==> src/hdl/emj_pkg.sv <==
// Shared types and constants for the edge merge join block.
package emj_pkg;

    // Width of every node id field on the ports
    localparam int FIELD_W = 32;

    // Default sizing handed to the top level
    localparam int GROUP_DEPTH_DEF = 32;
    localparam int NODE_BITS_DEF   = 32;

    // Edge kinds on the action field
    localparam logic ACT_LEFT  = 1'b0;
    localparam logic ACT_RIGHT = 1'b1;

    // Controller states
    typedef enum logic {
        ST_IDLE,
        ST_EMIT
    } t_state;

    // Commands from controller to datapath
    typedef struct packed {
        logic grp_upd;   // apply an accepted left edge to the group
        logic start;     // accepted right edge matched: latch target, read first entry
        logic emit;      // load the next pair into the output register
    } t_dp_cmd;

    // Status from datapath to controller
    typedef struct packed {
        logic is_left;   // word at the input is a left edge
        logic right_hit; // word at the input is a right edge of the held key
        logic last_pair; // the entry now read is the last of the group
        logic out_free;  // output register can take a word this cycle
    } t_dp_sts;

endpackage

==> src/hdl/edge_merge_join_core.sv <==
// Top level of the edge merge join: controller plus datapath.
//
// Usage:
//   Input channel (i_in_valid / o_in_stall) takes one edge word: i_action
//   selects a left edge (keyed by target) or a right edge (keyed by source).
//   Output channel (o_out_valid / i_out_stall) gives one joined path word
//   per buffered left source when a right edge matches the held group key;
//   o_last marks the final word of that right edge, o_group_overflow is the
//   sticky flag for left edges dropped on a full group buffer.
// Timing:
//   A left edge is applied to the group on acceptance, with no stall. A
//   matched right edge reads the first buffer entry on acceptance, then
//   gives one pair per cycle while the output register is free, set by
//   the single read port of the buffer memory. Pairs go through the read
//   register into the output register. Unmatched right edges give nothing.
// Reset:
//   Synchronous, active low; clears the group, the overflow flag and the
//   output valid flag. The buffer itself holds no reset state.
// Stall:
//   While i_out_stall is high a held output word stays and emission pauses;
//   the input stays stalled until the last pair is in the output register.
module edge_merge_join_core #(
    parameter int GROUP_DEPTH = emj_pkg::GROUP_DEPTH_DEF,
    parameter int NODE_BITS   = emj_pkg::NODE_BITS_DEF
) (
    input  logic                        i_clk,
    input  logic                        i_rst_n,
    input  logic                        i_in_valid,
    output logic                        o_in_stall,
    input  logic                        i_action,
    input  logic [emj_pkg::FIELD_W-1:0] i_edge_source,
    input  logic [emj_pkg::FIELD_W-1:0] i_edge_target,
    output logic                        o_out_valid,
    input  logic                        i_out_stall,
    output logic [emj_pkg::FIELD_W-1:0] o_out_source,
    output logic [emj_pkg::FIELD_W-1:0] o_out_target,
    output logic                        o_last,
    output logic                        o_group_overflow
);
    import emj_pkg::*;

    // Node ids wider than the port field are limited by the field
    localparam int KEY_W = (NODE_BITS < FIELD_W) ? NODE_BITS : FIELD_W;

    t_dp_cmd cmd;
    t_dp_sts sts;

    emj_ctrl u_ctrl (
        .i_clk      (i_clk),
        .i_rst_n    (i_rst_n),
        .i_in_valid (i_in_valid),
        .o_in_stall (o_in_stall),
        .i_sts      (sts),
        .o_cmd      (cmd)
    );

    emj_dp #(
        .GROUP_DEPTH (GROUP_DEPTH),
        .KEY_W       (KEY_W)
    ) u_dp (
        .i_clk            (i_clk),
        .i_rst_n          (i_rst_n),
        .i_action         (i_action),
        .i_edge_source    (i_edge_source),
        .i_edge_target    (i_edge_target),
        .i_out_stall      (i_out_stall),
        .o_out_valid      (o_out_valid),
        .o_out_source     (o_out_source),
        .o_out_target     (o_out_target),
        .o_last           (o_last),
        .o_group_overflow (o_group_overflow),
        .i_cmd            (cmd),
        .o_sts            (sts)
    );

endmodule

==> src/hdl/emj_ctrl.sv <==
// Controller state machine: input acceptance and pair emission sequencing.
module emj_ctrl (
    input  logic             i_clk,
    input  logic             i_rst_n,
    input  logic             i_in_valid,
    output logic             o_in_stall,
    input  emj_pkg::t_dp_sts i_sts,
    output emj_pkg::t_dp_cmd o_cmd
);
    import emj_pkg::*;

    t_state r_state;
    t_state n_state;

    // State register
    always_ff @(posedge i_clk) begin
        if (!i_rst_n) begin
            r_state <= ST_IDLE;
        end else begin
            r_state <= n_state;
        end
    end

    // Next state and commands
    always_comb begin
        n_state       = r_state;
        o_in_stall    = 1'b1;
        o_cmd.grp_upd = 1'b0;
        o_cmd.start   = 1'b0;
        o_cmd.emit    = 1'b0;
        unique case (r_state)
            ST_IDLE: begin
                o_in_stall = 1'b0;
                if (i_in_valid) begin
                    if (i_sts.is_left) begin
                        o_cmd.grp_upd = 1'b1;
                    end else if (i_sts.right_hit) begin
                        o_cmd.start = 1'b1;
                        n_state     = ST_EMIT;
                    end
                end
            end
            ST_EMIT: begin
                // advance one pair per free output slot
                if (i_sts.out_free) begin
                    o_cmd.emit = 1'b1;
                    if (i_sts.last_pair) begin
                        n_state = ST_IDLE;
                    end
                end
            end
            default: begin
                n_state = ST_IDLE;
            end
        endcase
    end

endmodule

==> src/hdl/emj_dp.sv <==
// Datapath: group key, source buffer memory, read index and output register.
module emj_dp #(
    parameter int GROUP_DEPTH = emj_pkg::GROUP_DEPTH_DEF,
    parameter int KEY_W       = emj_pkg::NODE_BITS_DEF
) (
    input  logic                           i_clk,
    input  logic                           i_rst_n,
    input  logic                           i_action,
    input  logic [emj_pkg::FIELD_W-1:0]    i_edge_source,
    input  logic [emj_pkg::FIELD_W-1:0]    i_edge_target,
    input  logic                           i_out_stall,
    output logic                           o_out_valid,
    output logic [emj_pkg::FIELD_W-1:0]    o_out_source,
    output logic [emj_pkg::FIELD_W-1:0]    o_out_target,
    output logic                           o_last,
    output logic                           o_group_overflow,
    input  emj_pkg::t_dp_cmd               i_cmd,
    output emj_pkg::t_dp_sts               o_sts
);
    import emj_pkg::*;

    localparam int IDX_W = (GROUP_DEPTH > 1) ? $clog2(GROUP_DEPTH) : 1;
    localparam int CNT_W = $clog2(GROUP_DEPTH + 1);

    // Group state
    logic [KEY_W-1:0] r_key;
    logic             r_grp_valid;
    logic [CNT_W-1:0] r_count;
    logic             r_overflow;

    // Source buffer
    logic [KEY_W-1:0] mem [GROUP_DEPTH];
    logic [KEY_W-1:0] r_rd_data;

    // Emission state
    logic [IDX_W-1:0] r_idx;
    logic [KEY_W-1:0] r_tgt;

    // Output register
    logic                r_out_valid;
    logic [FIELD_W-1:0]  r_out_source;
    logic [FIELD_W-1:0]  r_out_target;
    logic                r_out_last;
    logic                r_out_ovf;

    logic [KEY_W-1:0] key_tgt;
    logic [KEY_W-1:0] key_src;
    logic             new_group;
    logic             grp_full;
    logic             last_pair;
    logic             out_free;
    logic             wr_en;
    logic [IDX_W-1:0] wr_addr;
    logic             rd_en;
    logic [IDX_W-1:0] rd_addr;

    // Reduce node ids to the node width
    assign key_tgt = i_edge_target[KEY_W-1:0];
    assign key_src = i_edge_source[KEY_W-1:0];

    assign new_group = !r_grp_valid || (key_tgt != r_key);
    assign grp_full  = (r_count == CNT_W'(GROUP_DEPTH));
    assign last_pair = ((CNT_W'(r_idx) + CNT_W'(1)) == r_count);
    assign out_free  = !r_out_valid || !i_out_stall;

    // Status to controller
    assign o_sts.is_left   = (i_action == ACT_LEFT);
    assign o_sts.right_hit = (i_action == ACT_RIGHT) && r_grp_valid && (key_src == r_key);
    assign o_sts.last_pair = last_pair;
    assign o_sts.out_free  = out_free;

    // Buffer write and read ports
    assign wr_en   = i_cmd.grp_upd && (new_group || !grp_full);
    assign wr_addr = new_group ? '0 : r_count[IDX_W-1:0];
    assign rd_en   = i_cmd.start || (i_cmd.emit && !last_pair);
    assign rd_addr = i_cmd.start ? '0 : r_idx + IDX_W'(1);

    always_ff @(posedge i_clk) begin
        if (wr_en) begin
            mem[wr_addr] <= key_src;
        end
        if (rd_en) begin
            r_rd_data <= mem[rd_addr];
        end
    end

    // Group bookkeeping
    always_ff @(posedge i_clk) begin
        if (!i_rst_n) begin
            r_key       <= '0;
            r_grp_valid <= 1'b0;
            r_count     <= '0;
            r_overflow  <= 1'b0;
        end else if (i_cmd.grp_upd) begin
            if (new_group) begin
                r_key       <= key_tgt;
                r_grp_valid <= 1'b1;
                r_count     <= CNT_W'(1);
            end else if (!grp_full) begin
                r_count <= r_count + CNT_W'(1);
            end else begin
                // drop the edge and remember it
                r_overflow <= 1'b1;
            end
        end
    end

    // Read index and right-edge target
    always_ff @(posedge i_clk) begin
        if (i_cmd.start) begin
            r_idx <= '0;
            r_tgt <= i_edge_target[KEY_W-1:0];
        end else if (i_cmd.emit) begin
            r_idx <= r_idx + IDX_W'(1);
        end
    end

    // Output register: load on emit, drop once taken
    always_ff @(posedge i_clk) begin
        if (!i_rst_n) begin
            r_out_valid <= 1'b0;
        end else if (i_cmd.emit) begin
            r_out_valid <= 1'b1;
        end else if (!i_out_stall) begin
            r_out_valid <= 1'b0;
        end
    end

    always_ff @(posedge i_clk) begin
        if (i_cmd.emit) begin
            r_out_source <= FIELD_W'(r_rd_data);
            r_out_target <= FIELD_W'(r_tgt);
            r_out_last   <= last_pair;
            r_out_ovf    <= r_overflow;
        end
    end

    assign o_out_valid      = r_out_valid;
    assign o_out_source     = r_out_source;
    assign o_out_target     = r_out_target;
    assign o_last           = r_out_last;
    assign o_group_overflow = r_out_ovf;

endmodule

==> config.mk <==
export PLATFORM = sky130hd
export DESIGN_NAME = edge_merge_join_core
export DESIGN_NICKNAME = d
export VERILOG_FILES = /design/src/hdl/emj_pkg.sv /design/src/hdl/edge_merge_join_core.sv /design/src/hdl/emj_ctrl.sv /design/src/hdl/emj_dp.sv
export SDC_FILE = /design/constraint.sdc
export NUM_CORES = 1
export LEC_CHECK = 0
export BUFFER_PORTS_ARGS = -buffer_cell sky130_fd_sc_hd__buf_2
export CELL_PAD_IN_SITES_DETAIL_PLACEMENT = 1
export CELL_PAD_IN_SITES_GLOBAL_PLACEMENT = 2
export CORE_MARGIN = 5
export CORE_UTILIZATION = 50
export CTS_BUF_LIST = sky130_fd_sc_hd__clkbuf_8
export DETAILED_ROUTE_END_ITERATION = 10
export PLACE_DENSITY = 0.82
export SYNTH_ARGS = -nofsm -noshare
export SYNTH_HDL_FRONTEND = slang
export SYNTH_SLANG_ARGS = --single-unit
==> constraint.sdc <==
create_clock -name i_clk -period 5.45 [get_ports i_clk]
set_input_delay 0.2725 -clock i_clk [delete_from_list [all_inputs] [get_ports i_clk]]
set_output_delay 0.2725 -clock i_clk [all_outputs]
set_load 0.05 [all_outputs]
==> results_dict.tcl, run 1 <==
set metrics [dict create \
    outcome "completed" \
    initial_utilization_pct 50.4 \
    io_buffer_count 136 \
    drt_pre_antenna_iters 5 \
    dominantRegCellSynth "sky130_fd_sc_hd__edfxtp_1" \
    cts-buffers-inserted 188 \
    grt_antenna_before_repair 22 \
    crit_path_start_kind "flip-flop" \
    fmax_mhz 223 \
    dp.final_hpwl_mm 81.0 \
    flow.area_growth_from_synthesis_pct 14.7 \
    design.core.area_sq_um 91800 \
    maxCapViolations 0 \
    cts_sinks 1201 \
    period_minus_slack_ns 4.49 \
    max_stage_delay_ns 0.94 \
    critPathKind "reg2reg" \
    synth-seq-area-share_pct 76.9 \
    num_io_pins 137 \
    num-nets-final 2820 \
    synth_async_sr_flop_share_pct 0 \
    vias 25554 \
    gr-total-overflow 0 \
    cts_tree "yes" \
    static-leakage-power_nw 17.0 \
    final_hold_viol_count 0 \
    crit_family "simple AND/OR/NAND/NOR gates" \
    synthTopCellsByArea "sky130_fd_sc_hd__edfxtp_1 75%, sky130_fd_sc_hd__mux4_2 9.4%, sky130_fd_sc_hd__mux2i_1 2.6%" \
    critical_path_peak_fanout 23 \
    cts_root_buffer "sky130_fd_sc_hd__clkbuf_8" \
    total_routed_length_mm 133 \
    vias_per_cell 6.16 \
    route.detailed.drc 0 \
    antenna_violation_net_count_after_detailed_routing 0 \
    power_density_nw_per_um2 330 \
    row_count 111 \
    syn_area_per_cell_sq_um 19.1 \
    fin_util_pct 57.8 \
    synth_fp_nets 2494 \
    die_h_microns 314 \
    worst_ir_drop_vdd_mv 0.224 \
    worstSetupEndpointType "flip-flop" \
    clkSlewWorstSetupHoldPaths_ns 0.06 \
    hold-path-cell-count 1 \
    vias_in_the_first_global_route 27054 \
    post_cts.resized_instances 0 \
    post-cts-setup-buffer-count 0 \
    ys_seq_elements 1201 \
    netlist_area_sq_um 46300 \
    insertion_delay_ns 0.85 \
    worst_path_max_delay_cell "sky130_fd_sc_hd__nor2_4" \
    n_fill_cell 8146 \
    path_cells "xor2_1 > nor4_1 > nand4_1 > or3_1 > nor2_1 > nand3b_1 > nor2_4 > buf_4" \
    gr-usage-all-layers_pct 27.0 \
    worstHoldPathType "in2reg" \
    fp.dieArea_sq_um 98800 \
    die_width_microns 314 \
    worst_ep_required_time_ns 5.99 \
    tightestPinTransition_ns 1.40 \
    globalplace.congestion 0.883 \
    grt_max_degree 114 \
    initialDrtViolationCount 2782 \
    synth_warn 0 \
    r2r_cells 8 \
    critical_path_buf_inv_count 1 \
    holdWs_ns 0.0447 \
    synth_edf_count 1154 \
    synth.lib_cells_used.distinct 46 \
    setup_viol 0 \
    rsz_0062_raised_after_global_routing "no" \
    share_of_cells_above_drive_strength_1_pct 24.1 \
    h-tree-depth 4 \
    tns_ns 0 \
    timing.final.max_slew_violations 0 \
    finClkSkew_ns 0.0459 \
    yosys.area.top_type_share_pct 74.9 \
    timing.max_slew.rel_slack_pct 6.43 \
    cp.arrival_ns 5.03 \
    final.period_utilization_pct 82.4 \
    crit_path_depth 8 \
    postSynthCellCount 2422 \
    ctsHoldBuffers 49 \
    wl_per_cell_microns 32.2 \
    cts_max_path_buffers 3 \
    grt_first_pass_wirelength_mm 192 \
    netlist.top_cell.by_area "sky130_fd_sc_hd__edfxtp_1" \
]
## Yosys cell counts, types with 32 or more instances
library cell                  n
sky130_fd_sc_hd__clkbuf_1    80
sky130_fd_sc_hd__edfxtp_1  1154
sky130_fd_sc_hd__nand2_1     95
sky130_fd_sc_hd__xor2_1      64
sky130_fd_sc_hd__mux2i_1    120
sky130_fd_sc_hd__mux4_2     193
sky130_fd_sc_hd__o22ai_1     33
sky130_fd_sc_hd__nor2_1     112
sky130_fd_sc_hd__o21ai_0    130
sky130_fd_sc_hd__buf_2       32
sky130_fd_sc_hd__dfxtp_1     47
sky130_fd_sc_hd__a21oi_1     69
sky130_fd_sc_hd__o21a_1      34
## path summary, 6_finish.rpt
path | start | endpoint | slack (ns)
max | u_dp.r_key[29]$_SDFFE_PN0P_ | u_dp.mem[11][29]$_DFFE_PP_ | 0.96
min | i_edge_source[29] | u_dp.mem[22][29]$_DFFE_PP_ | 0.04
max reg2reg | u_dp.r_key[29]$_SDFFE_PN0P_ | u_dp.mem[11][29]$_DFFE_PP_ | 0.96
min reg2reg | u_dp.r_tgt[19]$_DFFE_PP_ | u_dp.o_out_target[19]$_DFFE_PP_ | 0.42
## metrics by stage
step / total power, mW / std cells / worst slack [ns] / instance area, sq um
2_1_floorplan: 10.4 / 2422 / 1.30 / 46300
3_3_place_gp: 10.6 / 3752 / 1.06 / 49100
3_5_place_dp: 10.7 / 3752 / 0.938 / 49100
4_1_cts: 17.6 / 4143 / 1.02 / 53100
5_1_grt: 18.1 / 4144 / 0.761 / 53100
6_report: 17.5 / 4149 / 0.958 / 53100
## cells by family after synthesis
group	synth area share, %
XOR/XNOR	1.48
buffers and inverters	1.33
AND/OR/NAND/NOR	2.98
multiplexers	12.0
AO/OA/AOI/OAI	5.22
adder cells (fa/ha/maj)	0.0811
flip-flops	76.9
## worst reg2reg max path, stage by stage (launching register included)
cell and delay (ns):
sky130_fd_sc_hd__dfxtp_1 0.35, sky130_fd_sc_hd__xor2_1 0.19, sky130_fd_sc_hd__nor4_1 0.73, sky130_fd_sc_hd__nand4_1 0.17, sky130_fd_sc_hd__or3_1 0.56, sky130_fd_sc_hd__nor2_1 0.31
sky130_fd_sc_hd__nand3b_1 0.68, sky130_fd_sc_hd__nor2_4 0.95, sky130_fd_sc_hd__buf_4 0.28
## area by class of cell
cell class | instances | area [sq um] | share of cell area (%)
antenna | 6 | 15.0 | 0.0283
multi-input combinational | 1075 | 10400 | 19.6
tap | 1243 | 1560 | 2.93
clock inverter | 148 | 753 | 1.42
timing repair buffer | 276 | 2050 | 3.87
clock buffer | 194 | 2670 | 5.03
sequential | 1201 | 35600 | 67.1
inverter | 6 | 22.5 | 0.0424
## cells in the final DEF (no fill, tap or decap), types with 16 or more instances in the layout
cell type	synthesis	final
sky130_fd_sc_hd__clkbuf_8	0	194
sky130_fd_sc_hd__a211o_1	31	31
sky130_fd_sc_hd__dfxtp_1	47	46
sky130_fd_sc_hd__mux2i_1	120	120
sky130_fd_sc_hd__buf_2	32	136
sky130_fd_sc_hd__edfxtp_1	1154	1154
sky130_fd_sc_hd__buf_12	0	16
sky130_fd_sc_hd__clkinv_1	0	44
sky130_fd_sc_hd__inv_1	6	73
sky130_fd_sc_hd__dlygate4sd3_1	0	49
sky130_fd_sc_hd__o2bb2ai_1	31	31
sky130_fd_sc_hd__nand2_1	95	94
sky130_fd_sc_hd__nor2_1	112	79
sky130_fd_sc_hd__buf_4	6	75
sky130_fd_sc_hd__o21ai_0	130	129
sky130_fd_sc_hd__xor2_1	64	63
sky130_fd_sc_hd__a311oi_1	31	31
sky130_fd_sc_hd__o21a_1	34	34
sky130_fd_sc_hd__clkinv_2	0	23
sky130_fd_sc_hd__a21oi_1	69	69
sky130_fd_sc_hd__nor2_4	0	33
sky130_fd_sc_hd__o22ai_1	33	33
sky130_fd_sc_hd__nor4_1	16	16
sky130_fd_sc_hd__mux4_2	193	193
sky130_fd_sc_hd__nor2b_1	30	29
## report_power, final
group / switching (mW) / total (mW) / internal [mW]
clock network: 3.51 / 7.01 / 3.50
logic: 0.268 / 0.362 / 0.0939
registers: 0.0198 / 10.1 / 10.1
## routing by layer
layer	up-vias	share of wire [%]	track usage (%)
met1	13414	38	35.4
li1	10480	-	-
met3	264	10	8.43
met5	-	0.028	0
met4	8	3.4	9.63
met2	1388	48	43.2
## state kept, by name, summed over array words and instances, names as in the netlist
register / cells
u_dp.r_rd_data: 32
u_dp.o_last: 1
u_dp.r_tgt: 32
u_dp.r_grp_valid: 1
u_dp.r_idx: 5
u_dp.mem: 1024
u_dp.r_key: 32
u_dp.r_overflow: 1
u_dp.o_out_valid: 1
u_dp.o_out_target: 32
u_ctrl.r_state: 1
u_dp.r_count: 6
u_dp.o_group_overflow: 1
u_dp.o_out_source: 32
Power figures use the tool's default switching activity.
==> run 2: changes to the inputs <==
--- a/config.mk
+++ b/config.mk
@@ -5,14 +5,15 @@
 export SDC_FILE = /design/constraint.sdc
 export NUM_CORES = 1
 export LEC_CHECK = 0
+export ABC_AREA = 1
 export BUFFER_PORTS_ARGS = -buffer_cell sky130_fd_sc_hd__buf_2
 export CELL_PAD_IN_SITES_DETAIL_PLACEMENT = 1
 export CELL_PAD_IN_SITES_GLOBAL_PLACEMENT = 2
 export CORE_MARGIN = 5
-export CORE_UTILIZATION = 50
+export CORE_UTILIZATION = 45
 export CTS_BUF_LIST = sky130_fd_sc_hd__clkbuf_8
 export DETAILED_ROUTE_END_ITERATION = 10
-export PLACE_DENSITY = 0.82
+export PLACE_DENSITY = 0.84
 export SYNTH_ARGS = -nofsm -noshare
 export SYNTH_HDL_FRONTEND = slang
 export SYNTH_SLANG_ARGS = --single-unit
==> constraint.sdc (replaced) <==
create_clock -name i_clk -period 4.2 [get_ports i_clk]
set_input_delay 0.21 -clock i_clk [delete_from_list [all_inputs] [get_ports i_clk]]
set_output_delay 0.21 -clock i_clk [all_outputs]
set_load 0.05 [all_outputs]
==> run 2 against run 1 <==
Synthesized area up 12%. Via count up 45%. Sequential share of layout area down 6.8 points. Fmax up 16%. First-iteration DRC count up 30%. Total power up 33%. Flip-flop and latch count unchanged. Critical path type unchanged. Largest power group unchanged. Highest routed layer unchanged.
==> results_dict.tcl, run 2 <==
set metrics [dict create \
    worstSetupEndpointType "flip-flop" \
    synth_async_sr_flop_share_pct 0 \
    total_routed_length_mm 175 \
    h-tree-depth 4 \
    synthTopCellsByArea "sky130_fd_sc_hd__edfxtp_1 67%, sky130_fd_sc_hd__nand3_1 9.0%, sky130_fd_sc_hd__nand2_1 4.3%" \
    finalInstanceArea_sq_um 59100 \
    setup_viol 0 \
    timing.max_slew.rel_slack_pct 13.0 \
    finClkSkew_ns 0.0582 \
    cts_max_path_buffers 3 \
    vias 37119 \
    power_density_nw_per_um2 395 \
    largest_reg_flops 1024 \
    layout_common_cells "1,154 x sky130_fd_sc_hd__edfxtp_1, 934 x sky130_fd_sc_hd__nand3_1, 597 x sky130_fd_sc_hd__nand2_1, 594 x sky130_fd_sc_hd__inv_1, 205 x sky130_fd_sc_hd__clkbuf_8" \
    timing.final.max_slew_violations 0 \
    synthTopCellsByCount "1,154 x sky130_fd_sc_hd__edfxtp_1, 934 x sky130_fd_sc_hd__nand3_1, 597 x sky130_fd_sc_hd__nand2_1" \
    die_h_microns 349 \
    globalplace.congestion 0.846 \
    static-leakage-power_nw 22.4 \
    fp.dieArea_sq_um 122000 \
    io_buffer_count 136 \
    wl_per_cell_microns 27.3 \
    final_hold_viol_count 0 \
    postPlaceCellArea_sq_um 54700 \
    dp.final_hpwl_mm 97.4 \
    layout.cells.most_common "sky130_fd_sc_hd__edfxtp_1" \
    synth.most_common_cell "sky130_fd_sc_hd__edfxtp_1" \
    report.power.total_mw 23.3 \
    worstHoldPathType "in2reg" \
    period_minus_slack_ns 3.87 \
    drt_pre_antenna_iters 6 \
    place_worst_setup_slack_ns 0.351 \
    worst_ir_drop_vdd_mv 0.241 \
    cts_tree "yes" \
    fmax_mhz 259 \
    ys_seq_elements 1201 \
    gr-usage-all-layers_pct 28.3 \
    critical_path_peak_fanout 22 \
    share_of_cells_above_drive_strength_1_pct 15.6 \
    worst_ep_required_time_ns 4.79 \
    netlist_area_sq_um 51800 \
    tightestPinTransition_ns 1.30 \
    grt_antenna_before_repair 8 \
    tns_ns 0 \
    cp.arrival_ns 4.46 \
    antenna_violation_net_count_after_detailed_routing 0 \
    insertion_delay_ns 0.91 \
    grt_max_degree 160 \
    dominantRegCellSynth "sky130_fd_sc_hd__edfxtp_1" \
    flow.area_growth_from_synthesis_pct 14.0 \
    synth_fp_nets 4550 \
    cts_root_buffer "sky130_fd_sc_hd__clkbuf_8" \
    initial_utilization_pct 45.3 \
    synth-seq-area-share_pct 68.7 \
    design.core.area_sq_um 114000 \
    row_count 124 \
    die_width_microns 349 \
    post-cts-setup-buffer-count 0 \
    initialDrtViolationCount 3613 \
    gr-total-overflow 0 \
    rsz_0062_raised_after_global_routing "no" \
    synth.lib_cells_used.distinct 39 \
    netlist.top_cell.by_area "sky130_fd_sc_hd__edfxtp_1" \
    vias_in_the_first_global_route 38565 \
    vias_per_cell 5.78 \
    cts-buffers-inserted 199 \
    regMostFlops "u_dp.mem" \
    synth_warn 0 \
    cts_sinks 1201 \
    syn_area_per_cell_sq_um 11.6 \
    outcome "completed" \
    fin_worst_setup_slack_ns 0.332 \
    clkSlewWorstSetupHoldPaths_ns 0.07 \
    critPathKind "reg2reg" \
    num_io_pins 137 \
    yosys.area.top_type_share_pct 66.9 \
    postSynthCellCount 4478 \
    grt_first_pass_wirelength_mm 255 \
    synth_edf_count 1154 \
    crit_path_start_kind "flip-flop" \
    route.detailed.drc 0 \
    final.period_utilization_pct 92.1 \
    maxCapViolations 0 \
    num-nets-final 4817 \
]
[run 2: logic make-up after synthesis]
kind of cell / Yosys count / share of synthesized area [%]
AOI/OAI and AO/OA: 249 / 3.37
xor gates and xnor gates: 37 / 0.640
adders and majority gates: 3 / 0.0725
buffers and inverters: 816 / 6.69
and+or+nand+nor: 2172 / 20.5
DFF: 1201 / 68.7
[run 2: routing by layer]
metal	vias up	share of wire [%]	GRT usage [%]
li1	16217	-	-
met1	18947	41	37.8
met2	1641	48	46.8
met3	312	8.1	5.48
met4	2	3.0	9.51
met5	-	0.0074	0
[run 2: where the power goes]
group | leakage [nW] | internal (mW) | switching (mW)
clock | 2.11 | 4.73 | 4.84
sequential | 10.8 | 13.1 | 0.0247
combinational | 9.54 | 0.168 | 0.437
[run 2: per-stage QoR]
| stage | utilization, % | instances | hold WS, ns |
|---|---|---|---|
| 6_report | 51.7 | 6419 | 0.0766 |
| 5_1_grt | 51.6 | 6416 | 0.0637 |
| 4_1_cts | 51.6 | 6414 | 0.00441 |
| 3_5_place_dp | 47.9 | 5984 | 0.405 |
| 3_3_place_gp | 47.9 | 5984 | 0.401 |
| 2_1_floorplan | - | 4478 | 0.309 |
[run 2: layout make-up]
type	instances	area, sq um
fill	11975	55300
multi-input combinational	2461	13000
inverter	536	2030
tap	1512	1890
clock inverter	153	782
sequential	1201	35600
timing repair buffer	346	2890
clock buffer	205	2820
antenna	5	12.5
[run 2: final timing paths]
kind                                    start                             end  slack (ns)  cells after the start
hold reg to reg       u_dp.r_tgt[6]$_DFFE_PP_  u_dp.o_out_target[6]$_DFFE_PP_        0.41                      0
setup / recovery  u_dp.r_key[13]$_SDFFE_PN0P_      u_dp.mem[18][11]$_DFFE_PP_        0.33                     11
hold / removal              i_edge_target[15]        u_dp.r_tgt[15]$_DFFE_PP_        0.08                      2
setup reg to reg  u_dp.r_key[13]$_SDFFE_PN0P_      u_dp.mem[18][11]$_DFFE_PP_        0.33                     11
[run 2: worst max-delay path, cell delays in order, from the launching register on]
cell and delay, ns:
sky130_fd_sc_hd__dfxtp_1 0.36, sky130_fd_sc_hd__inv_1 0.10, sky130_fd_sc_hd__nand2_1 0.12, sky130_fd_sc_hd__o21ai_0 0.10, sky130_fd_sc_hd__nor4_1 0.37, sky130_fd_sc_hd__nand4_1 0.13, sky130_fd_sc_hd__nor3_1 0.24, sky130_fd_sc_hd__nand2_1 0.25
sky130_fd_sc_hd__nor2_1 0.20, sky130_fd_sc_hd__nand3_1 0.35, sky130_fd_sc_hd__nor2_4 0.95, sky130_fd_sc_hd__buf_4 0.38
[run 2: what timing repair did]
| action | in CTS | in global routing |
|---|---|---|
| gates resized for setup | 0 | 0 |
| hold endpoints to repair | 1013 | 0 |
| hold buffers | 72 | 0 |
| endpoints found under the setup margin | 0 | 0 |
